===== src/sv/rswus_pkg.sv =====
// Shared types and constants for the reservation station wakeup/select unit.
// No dependencies; every other file refers to this package by scoped names.
package rswus_pkg;

  localparam int RS_SLOTS     = 8;
  localparam int RS_TAG_COUNT = 32;

  // Field widths fixed by the interface.
  localparam int KIND_W = 5;
  localparam int FORM_W = 2;
  localparam int DATA_W = 32;
  localparam int TAG_W  = 5;
  localparam int TAG_SPAN = 1 << TAG_W;

  typedef enum logic [1:0] {
    CMD_INSERT    = 2'd0,
    CMD_BROADCAST = 2'd1,
    CMD_CYCLE     = 2'd2,
    CMD_FLUSH     = 2'd3
  } cmd_t;

  typedef enum logic [1:0] {
    FORM_REG_REG     = 2'd0,
    FORM_REG_IMM     = 2'd1,
    FORM_REG_REG_IMM = 2'd2,
    FORM_IMM_ONLY    = 2'd3
  } form_t;

  typedef enum logic [2:0] {
    ST_INSERTED = 3'd0,
    ST_FULL     = 3'd1,
    ST_ISSUED   = 3'd2,
    ST_NONE     = 3'd3,
    ST_DONE     = 3'd4
  } status_t;

  // Classified word passed from the front end to the back end.
  typedef struct packed {
    cmd_t              cmd;
    logic [KIND_W-1:0] kind;
    logic [FORM_W-1:0] form;
    logic              a_wait;
    logic [DATA_W-1:0] a_value;
    logic [TAG_W-1:0]  a_tag;
    logic              b_wait;
    logic [DATA_W-1:0] b_value;
    logic [TAG_W-1:0]  b_tag;
    logic [DATA_W-1:0] imm;
    logic [TAG_W-1:0]  dest;
  } rs_op_t;

endpackage


===== src/sv/rswus_front.sv =====
// Front end: decodes one input word into a classified operation.
// Folds tags into the tag space and applies the operand form rules.
// Depends on rswus_pkg.
module rswus_front #(
  parameter int TAG_COUNT = rswus_pkg::RS_TAG_COUNT
) (
  input  logic [1:0]                    command,
  input  logic [rswus_pkg::KIND_W-1:0]  calc_kind,
  input  logic [rswus_pkg::FORM_W-1:0]  source_form,
  input  logic                          first_ready,
  input  logic [rswus_pkg::DATA_W-1:0]  first_value,
  input  logic [rswus_pkg::TAG_W-1:0]   first_tag,
  input  logic                          second_ready,
  input  logic [rswus_pkg::DATA_W-1:0]  second_value,
  input  logic [rswus_pkg::TAG_W-1:0]   second_tag,
  input  logic [rswus_pkg::DATA_W-1:0]  immediate,
  input  logic [rswus_pkg::TAG_W-1:0]   dest_tag,
  output rswus_pkg::rs_op_t             op
);

  logic [rswus_pkg::TAG_W-1:0] fold_tab [rswus_pkg::TAG_SPAN];
  rswus_pkg::cmd_t  cmd;
  rswus_pkg::form_t form;
  logic             use_a;
  logic             use_b;

  // constant fold table: tag modulo TAG_COUNT
  for (genvar g = 0; g < rswus_pkg::TAG_SPAN; g++) begin : g_fold
    assign fold_tab[g] = rswus_pkg::TAG_W'(g % TAG_COUNT);
  end

  assign cmd   = rswus_pkg::cmd_t'(command);
  assign form  = rswus_pkg::form_t'(source_form);
  assign use_a = (form != rswus_pkg::FORM_IMM_ONLY);
  assign use_b = (form == rswus_pkg::FORM_REG_REG) || (form == rswus_pkg::FORM_REG_REG_IMM);

  always_comb begin
    op.cmd     = cmd;
    op.kind    = calc_kind;
    op.form    = source_form;
    // unused sources read as ready with value zero
    op.a_wait  = use_a && !first_ready;
    op.a_value = (use_a && first_ready) ? first_value : '0;
    op.a_tag   = fold_tab[first_tag];
    op.b_wait  = use_b && !second_ready;
    op.b_value = (use_b && second_ready) ? second_value : '0;
    op.b_tag   = fold_tab[second_tag];
    // a broadcast carries its result value here, so zero only on a two-register insert
    op.imm     = (cmd == rswus_pkg::CMD_INSERT && form == rswus_pkg::FORM_REG_REG) ?
                 '0 : immediate;
    op.dest    = fold_tab[dest_tag];
  end

endmodule


===== src/sv/rswus_queue.sv =====
// Two-word queue between front and back end.
// Depends on rswus_pkg for the word type.
module rswus_queue (
  input  logic              clk,
  input  logic              rst,
  input  logic              push_valid,
  output logic              push_stall,
  input  rswus_pkg::rs_op_t push_op,
  output logic              pop_valid,
  input  logic              pop_take,
  output rswus_pkg::rs_op_t pop_op
);

  rswus_pkg::rs_op_t mem [2];
  logic       wr_ptr;
  logic       rd_ptr;
  logic [1:0] count;
  logic       push;

  assign push_stall = (count == 2'd2);
  assign push       = push_valid && !push_stall;
  assign pop_valid  = (count != 2'd0);
  assign pop_op     = mem[rd_ptr];

  always_ff @(posedge clk) begin
    if (rst) begin
      wr_ptr <= 1'b0;
      rd_ptr <= 1'b0;
      count  <= 2'd0;
    end else begin
      if (push) wr_ptr <= !wr_ptr;
      if (pop_take) rd_ptr <= !rd_ptr;
      case ({push, pop_take})
        2'b10:   count <= count + 2'd1;
        2'b01:   count <= count - 2'd1;
        default: count <= count;
      endcase
    end
  end

  always_ff @(posedge clk) begin
    if (push) mem[wr_ptr] <= push_op;
  end

endmodule


===== src/sv/rswus_back.sv =====
// Back end: slot storage, tag wakeup, lowest-index select, result register.
// Depends on rswus_pkg.
module rswus_back #(
  parameter int SLOTS = rswus_pkg::RS_SLOTS
) (
  input  logic                          clk,
  input  logic                          rst,
  input  rswus_pkg::rs_op_t             op,
  input  logic                          op_valid,
  output logic                          op_take,
  output logic                          result_valid,
  input  logic                          result_stall,
  output rswus_pkg::status_t            status,
  output logic [rswus_pkg::KIND_W-1:0]  issued_kind,
  output logic [rswus_pkg::FORM_W-1:0]  issued_form,
  output logic [rswus_pkg::DATA_W-1:0]  issued_first,
  output logic [rswus_pkg::DATA_W-1:0]  issued_second,
  output logic [rswus_pkg::DATA_W-1:0]  issued_immediate,
  output logic [rswus_pkg::TAG_W-1:0]   issued_tag,
  output logic                          has_free_slot
);

  localparam int IDX_W = $clog2(SLOTS);

  logic [SLOTS-1:0]             busy;
  logic [SLOTS-1:0]             busy_next;
  logic [rswus_pkg::KIND_W-1:0] slot_kind  [SLOTS];
  logic [rswus_pkg::FORM_W-1:0] slot_form  [SLOTS];
  logic [rswus_pkg::DATA_W-1:0] slot_a_val [SLOTS];
  logic [rswus_pkg::DATA_W-1:0] slot_b_val [SLOTS];
  logic [rswus_pkg::DATA_W-1:0] slot_imm   [SLOTS];
  logic [rswus_pkg::TAG_W-1:0]  slot_a_tag [SLOTS];
  logic [rswus_pkg::TAG_W-1:0]  slot_b_tag [SLOTS];
  logic [rswus_pkg::TAG_W-1:0]  slot_dest  [SLOTS];
  logic [SLOTS-1:0]             slot_a_wait;
  logic [SLOTS-1:0]             slot_b_wait;
  logic [SLOTS-1:0]             ready_vec;
  logic                         free_found;
  logic [IDX_W-1:0]             free_idx;
  logic                         ready_found;
  logic [IDX_W-1:0]             ready_idx;
  rswus_pkg::status_t           status_next;
  logic                         issue;

  assign op_take   = op_valid && (!result_valid || !result_stall);
  assign ready_vec = busy & ~slot_a_wait & ~slot_b_wait;

  // lowest free slot and lowest ready slot
  always_comb begin
    free_found  = 1'b0;
    free_idx    = '0;
    ready_found = 1'b0;
    ready_idx   = '0;
    for (int i = SLOTS - 1; i >= 0; i--) begin
      if (!busy[i]) begin
        free_found = 1'b1;
        free_idx   = IDX_W'(i);
      end
      if (ready_vec[i]) begin
        ready_found = 1'b1;
        ready_idx   = IDX_W'(i);
      end
    end
  end

  always_comb begin
    busy_next   = busy;
    status_next = rswus_pkg::ST_DONE;
    case (op.cmd)
      rswus_pkg::CMD_INSERT: begin
        if (free_found) begin
          busy_next[free_idx] = 1'b1;
          status_next = rswus_pkg::ST_INSERTED;
        end else begin
          status_next = rswus_pkg::ST_FULL;
        end
      end
      rswus_pkg::CMD_CYCLE: begin
        if (ready_found) begin
          busy_next[ready_idx] = 1'b0;
          status_next = rswus_pkg::ST_ISSUED;
        end else begin
          status_next = rswus_pkg::ST_NONE;
        end
      end
      rswus_pkg::CMD_FLUSH: begin
        busy_next = '0;
      end
      default: begin
        busy_next = busy;
      end
    endcase
  end

  assign issue = (op.cmd == rswus_pkg::CMD_CYCLE) && ready_found;

  always_ff @(posedge clk) begin
    if (rst) begin
      busy         <= '0;
      result_valid <= 1'b0;
    end else begin
      if (op_take) begin
        busy         <= busy_next;
        result_valid <= 1'b1;
      end else if (!result_stall) begin
        result_valid <= 1'b0;
      end
    end
  end

  // slot payload and result register
  always_ff @(posedge clk) begin
    if (op_take) begin
      if (op.cmd == rswus_pkg::CMD_INSERT && free_found) begin
        slot_kind[free_idx]   <= op.kind;
        slot_form[free_idx]   <= op.form;
        slot_a_val[free_idx]  <= op.a_value;
        slot_a_tag[free_idx]  <= op.a_tag;
        slot_a_wait[free_idx] <= op.a_wait;
        slot_b_val[free_idx]  <= op.b_value;
        slot_b_tag[free_idx]  <= op.b_tag;
        slot_b_wait[free_idx] <= op.b_wait;
        slot_imm[free_idx]    <= op.imm;
        slot_dest[free_idx]   <= op.dest;
      end
      if (op.cmd == rswus_pkg::CMD_BROADCAST) begin
        for (int i = 0; i < SLOTS; i++) begin
          if (busy[i] && slot_a_wait[i] && slot_a_tag[i] == op.dest) begin
            slot_a_val[i]  <= op.imm;
            slot_a_wait[i] <= 1'b0;
          end
          if (busy[i] && slot_b_wait[i] && slot_b_tag[i] == op.dest) begin
            slot_b_val[i]  <= op.imm;
            slot_b_wait[i] <= 1'b0;
          end
        end
      end
      status           <= status_next;
      has_free_slot    <= |(~busy_next);
      issued_kind      <= issue ? slot_kind[ready_idx]  : '0;
      issued_form      <= issue ? slot_form[ready_idx]  : '0;
      issued_first     <= issue ? slot_a_val[ready_idx] : '0;
      issued_second    <= issue ? slot_b_val[ready_idx] : '0;
      issued_immediate <= issue ? slot_imm[ready_idx]   : '0;
      issued_tag       <= issue ? slot_dest[ready_idx]  : '0;
    end
  end

endmodule


===== src/sv/reservation_station_wakeup_select_unit.sv =====
// Reservation station with tag wakeup and lowest-index select.
// A word accepted at the input is written into the queue, then into the back end's result register.
// Throughput: one word per cycle while the result channel does not stall; the back end retires one word each cycle it
// may write its result register, and a two-word queue absorbs output stalls.
// Reset (rst, synchronous): frees every slot, empties the queue, drops the result.
// Depends on rswus_pkg, rswus_front, rswus_queue, rswus_back.
module reservation_station_wakeup_select_unit #(
  parameter int SLOTS     = rswus_pkg::RS_SLOTS,
  parameter int TAG_COUNT = rswus_pkg::RS_TAG_COUNT
) (
  input  logic                          clk,
  input  logic                          rst,
  // input channel
  input  logic                          item_valid,
  output logic                          item_stall,
  input  logic [1:0]                    command,
  input  logic [rswus_pkg::KIND_W-1:0]  calc_kind,
  input  logic [rswus_pkg::FORM_W-1:0]  source_form,
  input  logic                          first_ready,
  input  logic [rswus_pkg::DATA_W-1:0]  first_value,
  input  logic [rswus_pkg::TAG_W-1:0]   first_tag,
  input  logic                          second_ready,
  input  logic [rswus_pkg::DATA_W-1:0]  second_value,
  input  logic [rswus_pkg::TAG_W-1:0]   second_tag,
  input  logic [rswus_pkg::DATA_W-1:0]  immediate,
  input  logic [rswus_pkg::TAG_W-1:0]   dest_tag,
  // result channel
  output logic                          result_valid,
  input  logic                          result_stall,
  output logic [2:0]                    status,
  output logic [rswus_pkg::KIND_W-1:0]  issued_kind,
  output logic [rswus_pkg::FORM_W-1:0]  issued_form,
  output logic [rswus_pkg::DATA_W-1:0]  issued_first,
  output logic [rswus_pkg::DATA_W-1:0]  issued_second,
  output logic [rswus_pkg::DATA_W-1:0]  issued_immediate,
  output logic [rswus_pkg::TAG_W-1:0]   issued_tag,
  output logic                          has_free_slot
);

  rswus_pkg::rs_op_t  front_op;
  rswus_pkg::rs_op_t  back_op;
  logic               back_valid;
  logic               back_take;
  rswus_pkg::status_t back_status;

  // Front: fold tags, zero unused operands, classify the command.
  rswus_front #(
    .TAG_COUNT (TAG_COUNT)
  ) u_front (
    .command      (command),
    .calc_kind    (calc_kind),
    .source_form  (source_form),
    .first_ready  (first_ready),
    .first_value  (first_value),
    .first_tag    (first_tag),
    .second_ready (second_ready),
    .second_value (second_value),
    .second_tag   (second_tag),
    .immediate    (immediate),
    .dest_tag     (dest_tag),
    .op           (front_op)
  );

  // Queue: hold classified words; stall the input only when both entries fill.
  rswus_queue u_queue (
    .clk        (clk),
    .rst        (rst),
    .push_valid (item_valid),
    .push_stall (item_stall),
    .push_op    (front_op),
    .pop_valid  (back_valid),
    .pop_take   (back_take),
    .pop_op     (back_op)
  );

  // Back: insert, wake up, select and issue, flush; register one result word.
  rswus_back #(
    .SLOTS (SLOTS)
  ) u_back (
    .clk              (clk),
    .rst              (rst),
    .op               (back_op),
    .op_valid         (back_valid),
    .op_take          (back_take),
    .result_valid     (result_valid),
    .result_stall     (result_stall),
    .status           (back_status),
    .issued_kind      (issued_kind),
    .issued_form      (issued_form),
    .issued_first     (issued_first),
    .issued_second    (issued_second),
    .issued_immediate (issued_immediate),
    .issued_tag       (issued_tag),
    .has_free_slot    (has_free_slot)
  );

  assign status = back_status;

endmodule


===== config.mk =====
export PLATFORM = sky130hd
export DESIGN_NAME = reservation_station_wakeup_select_unit
export DESIGN_NICKNAME = d
export VERILOG_FILES = /design/src/sv/rswus_pkg.sv /design/src/sv/rswus_front.sv /design/src/sv/rswus_queue.sv /design/src/sv/rswus_back.sv /design/src/sv/reservation_station_wakeup_select_unit.sv
export SDC_FILE = /design/constraint.sdc
export NUM_CORES = 2
export LEC_CHECK = 0
export BUFFER_PORTS_ARGS = -buffer_cell sky130_fd_sc_hd__buf_2
export CORE_MARGIN = 3
export CORE_UTILIZATION = 35
export DETAILED_ROUTE_END_ITERATION = 10
export PLACE_DENSITY = 0.58
export SKIP_CTS_REPAIR_TIMING = 1
export SYNTH_ARGS = -nofsm -noshare
export SYNTH_HDL_FRONTEND = slang
export SYNTH_SLANG_ARGS = --single-unit

===== constraint.sdc =====
create_clock -name clk -period 15.75 [get_ports clk]
set_input_delay 0.7875 -clock clk [delete_from_list [all_inputs] [get_ports clk]]
set_output_delay 0.7875 -clock clk [all_outputs]
set_load 0.02 [all_outputs]

# Word level (Yosys, flattened, before mapping)
# Memories as Yosys holds them, arrays and structs flattened. A register that Yosys moved wholly into a read port is not among the register bits.
# Index checks and enable logic that the tools add are counted.
# word_totals
reg_bits,33
rom_bits,480
elab_cells,285
inputBits,126
out_inout_bits,114
ram_bits,1188
n_memories,12
# mem_list
memory,depth,width,rd,rd_clocked_by_memory_dff,wr,line_no,text
u_back.slot_a_val,8,32,1,1,8,rswus_back.sv:29,logic [rswus_pkg::DATA_W-1:0] slot_a_val [SLOTS];
u_back.slot_b_val,8,32,1,1,8,rswus_back.sv:30,logic [rswus_pkg::DATA_W-1:0] slot_b_val [SLOTS];
u_back.slot_imm,8,32,1,1,1,rswus_back.sv:31,logic [rswus_pkg::DATA_W-1:0] slot_imm [SLOTS];
u_queue.mem,2,122,1,1,1,rswus_queue.sv:14,rswus_pkg::rs_op_t mem [2];
(name not given),32,5,1,0,0,rswus_front.sv:44,op.a_tag = fold_tab[first_tag];
(name not given),32,5,1,0,0,rswus_front.sv:47,op.b_tag = fold_tab[second_tag];
+6 memories,n/a,n/a,n/a,n/a,n/a,n/a,
# classes
bitwise,11
muxes,153
n_reduce_logical,66
n_eq_ne,25
magnitude_cmp,7
add_sub_neg,2
# op_table
op,n
two-way mux 32 bit,5
two-way mux 1 bit,111
== test 5 bit,16
OR reduction 32 bit,2
two-way mux 3 bit,18
two-way mux 8 bit,6
logical AND 1 bit,43
NOT 8 bit,4
two-way mux 5 bit,6
bitwise AND 8 bit,3
one-hot mux 8 bit (3 select lines),1
greater-or-equal comparator 6 bit (second input constant),3
NOT 5 -> 6 bit,3
bitwise mux 8 bit,2
zero test 1 bit,13
== test 2 bit (second input constant),5
less-than comparator 3 x 4 -> 1 bit (second input constant),2
OR 8 bit,1
OR reduction 8 bit,1
demux 1 bit (select 3 bit),2
greater-or-equal comparator 3 x 1 -> 1 bit (second input constant),2
zero test 2 bit,3
one-hot mux 3 bit (2 select lines),1
== test 2 x 1 -> 1 bit (second input constant),2
other kinds (7),9

# Depth between registers and ports, before layout
# depth
word_depth,21
depth_mapped,10
depth_no_buf,7

# By module
# A second synthesis with hierarchy kept.
# hier_totals
hier_cells,3474
hier_area_um2,56990.9
# modules_own_cells
module,area_each_um2,seq_area_each_um2,instances,cells_each
rswus_back,47078.9,32371.0,1,2935
rswus_queue,9046.2,7427.1,1,405
rswus_front,865.8,0.0,1,134

# Worst setup path before layout
# Ideal clock, no wire load.
# synth_path
path_type,input port to flip-flop
start,in result_stall
end,mem u_back.slot_a_tag[1][0] in the netlist's numbering (enable)
path_slack_ns,8.386
setup_time_ns,0.408
arrival_ns,6.956
n_path_buf,2
required_ns,15.342
cell_stages,7
path_cell_list,nand2_1 > o21ai_0 > inv_1 > clkbuf_1 > buf_1 > nand2_1 > inv_1
# synth_via
elab_chain_len,5
# synth_lines
element,line_no,text
from (decl),reservation_station_wakeup_select_unit.sv:29,"input logic result_stall,"
zero test 1 bit,rswus_back.sv:45,assign op_take = op_valid && (!result_valid || !result_stall);
logical OR 1 bit,rswus_back.sv:45,
logical AND 1 bit,rswus_back.sv:45,
via back_take,reservation_station_wakeup_select_unit.sv:43,logic back_take;
two-way mux 1 bit,rswus_back.sv:113,if (op_take) begin
two-way mux 1 bit (implied by the code),rswus_back.sv:118,slot_a_tag[free_idx] <= op.a_tag;
to (decl),rswus_back.sv:32,logic [rswus_pkg::TAG_W-1:0] slot_a_tag [SLOTS];
# The timed path passes the listed nets, and every way through them passes these cells.

==> results.md <==
- First-pass GRT wire length: 230000 um
- CTS tree: built
- Routed met1 length: 69900 um
- P_sw: 3.30 mW
- Starting density of the core: 0.355
- Final min period: 5.18 ns
- Worst hold-check path type: in2reg
- Post-synth EDFFs: 1316
- Setup CP Type: reg2reg
- Critical path required time: 16.21 ns
- Tot Pwr: 10.3 mW
- Avg Inst Size Synth: 15.7 um2
- R2R cell count: 10
- Mapped Area: 55800 um2
- Main combinational cell family by area after synthesis: multiplexers
- Initial antenna violation count: 9
- DRC viols: 0
- Via count: 32300
- Vias/cell: 5.43
- Dpl ws: 10.58 ns
- Crit path to: u_back.issued_immediate[13]
- Fin nets: 3911
- Int Power: 7.00 mW
- Synth warn: 0
- R2R Setup Slk: 10.57 ns
- CTS Buf Count: 144
- Status: complete, no violations
- Core Rows: 145
- Fin crit share: 0.329
- Largest area contributor in the netlist: edfxtp_1
- ANT nets after route: 0
- Die area: 164000 um2
- Critical Path Sink Type: flip-flop
- Reg-to-Reg End: u_back.issued_immediate[13]
- # port buffers: 239
- Design area: 63900 um2
- Synth area leaders: edfxtp_1 (71%), mux2i_1 (13%), a22oi_1 (2.9%)
- Clock latency on the worst-skew pair: 0.78 ns
- Synth Area in Compound Gates: 0.0714
- Adder-Cell Fraction of Synth Area: 0.000224
- CP Launch Type: flip-flop
- Number of clock sinks: 1330
- Share of the synthesized area in the top cell type: 0.708
- RD Place Congestion: 0.854
- Final hold slack: 0.209 ns
- Core area: 157000 um2
- Top Layer Used: met5
- Largest net degree at the start of global routing: 109
- Die Ht: 405 um
- P_leak: 23.9 nW
- GRT overflow: 0
- Slew Viols, Final: 0
- Fin Clk Skew: 0.0248 ns
- Post-synthesis simple-gate area fraction: 0.0443
- Clk slew on worst S/H paths: 0.06 ns
- Die width: 405 um
- WL final: 161000 um
- Power share of the clock group: 0.307
- Vias in the first global route: 32100
- Clock Tree Buf Depth: 3
- Post-synth top flop: edfxtp_1
- Max Clk Rate: 193 MHz
- Hold Vio Cnt, Final: 0
- Measured slew at the worst slew-check pin: 1.15 ns
- Seq pwr share: 0.463
- Peak supply drop: 155 uV
- Switch share: 0.321
- RSZ-0062 raised after global routing: no
- Area Growth Syn to Fin: 14.6%
- Slew Limit Headroom: 0.213
- Final setup vio count: 0
- Mux cell area share after synthesis: 0.136
- Cells after synthesis: 3553
- Post-synth cell types: 56
- Setup TNS: 0 ns
- Fill cells: 14300
- Hpwl dp: 91800 um
- Max-Cap Viols: 0
- Async SR Flop Fraction: 0
- H-tree Lvls: 4
- Critical path data arrival time: 5.64 ns
- Sequential area share after synthesis: 0.713
- WL met2: 76600 um
- Post-Syn Nets: 3680
- Global Route Usage Sum: 0.192
- Number of DRC markers in iteration 0: 3193
- Combinational share of power: 0.230
- Area after DPL: 59600 um2
- Worst-path fanout max: 71
- Power Density: 161 nW/um2
- Yosys reg bits: 1330
- Clk root buf: clkbuf_16
- I/O pins: 240
- Met3 wire length: 10700 um
- Setup ws final: 10.57 ns
- Share of cells above drive strength 1: 0.161
- TritonRoute pass-1 iters: 6
- Xor and xnor area share after synthesis: 0.0132
- WL per Instance: 27.0 um
-- cells in the final DEF (no fill, tap or decap), drive strengths merged, types with 34 or more instances in the layout --
cell type	instances
a21oi	230
a22oi	217
and2	69
buf	331
clkbuf	190
clkinv	47
edfxtp	1316
inv	54
mux2i	729
nand2	54
nor2	265
nor2b	35
o221ai	108
xnor2	34
xor2	50
-- final cells by class --
class                   instances  area (um2)  area share
multi-input cells            1930       15100       0.237
diodes                          3        7.51    0.000117
clock buffers                 190        3860      0.0604
clock inverters                63         483     0.00755
inverters                      47         184     0.00288
well taps                    2058        2570      0.0403
repair buffers                331        1900      0.0297
flip-flops and latches       1330       39800       0.623
-- layer usage --
layer | up-vias | GRT usage
met1 | 16600 | 0.269
met2 | 1237 | 0.313
met3 | 227 | 0.0289
met5 | - | 0
met4 | 4 | 0.0507
li1 | 14300 | -
-- synthesized netlist by cell type (all sizes together) (7+ instances only) --
library cell / n
nor3b: 7
nand4: 15
buf: 83
o21ai: 16
nor2b: 35
nor4b: 12
o221ai: 108
inv: 47
edfxtp: 1316
nand2: 54
nor3: 14
xnor2: 34
and2: 69
a22oi: 217
nand3: 7
xor2: 50
clkbuf: 163
mux2: 22
mux2i: 729
a21oi: 230
dfxtp: 14
nor2: 265
a211oi: 7
-- state kept, by name, indices dropped and copies added (netlist names), 40 cells and up, named ones only --
register / flops
u_back.slot_a_val: 256
u_back.slot_b_val: 256
u_back.slot_imm: 256
u_back.slot_a_tag: 40
u_back.slot_dest: 40
u_back.slot_kind: 40
u_queue.mem: 244
u_back.slot_b_tag: 40
-- logic make-up after synthesis --
logic type      Yosys count
simple gates            501
xor+xnor                 84
fa+ha+maj                 1
buf+inv                 293
flops                  1330
mux                     751
compound gates          593
-- critical path, cell delays in order (launching register included) --
cell,delay (ns)
dfxtp_4,0.48
buf_4,0.36
buf_4,0.43
nor2b_1,0.25
a22oi_2,0.17
buf_4,0.82
inv_1,0.25
o211ai_1,0.15
buf_4,0.83
buf_4,0.75
o221ai_1,0.23
-- worst min-delay path by stage --
stage	start	endpoint	slack [ns]	depth (start not counted)
6_report	dest_tag[3]	u_queue.mem[0][3]	0.21	1
5_1_grt	dest_tag[3]	u_queue.mem[0][3]	0.18	1
4_1_cts	second_tag[4]	u_queue.mem[1][41]	0.15	1
3_5_place_dp	u_queue.rd_ptr	flip-flop	0.50	2
3_3_place_gp	u_back.result_valid	u_back.result_valid	0.49	2
2_1_floorplan	u_queue.rd_ptr	flip-flop	0.48	2
-- per-stage QoR --
| stage | cells | util |
|---|---|---|
| 2_1_floorplan | 3553 | - |
| 3_3_place_gp | 5696 | 0.379 |
| 3_5_place_dp | 5696 | 0.379 |
| 4_1_cts | 5949 | 0.406 |
| 5_1_grt | 5949 | 0.406 |
| 6_report | 5952 | 0.406 |
-- power by group through the flow --
stage	clock, mW	combinational (mW)	sequential [mW]
after floorplan	0	1.31	4.89
after global placement	0	2.34	4.86
after detailed placement	0	2.38	4.86
after CTS	3.22	2.39	4.79
after global routing	3.35	2.55	4.80
final	3.16	2.37	4.77
No activity file was read; power rests on OpenSTA's default activity.
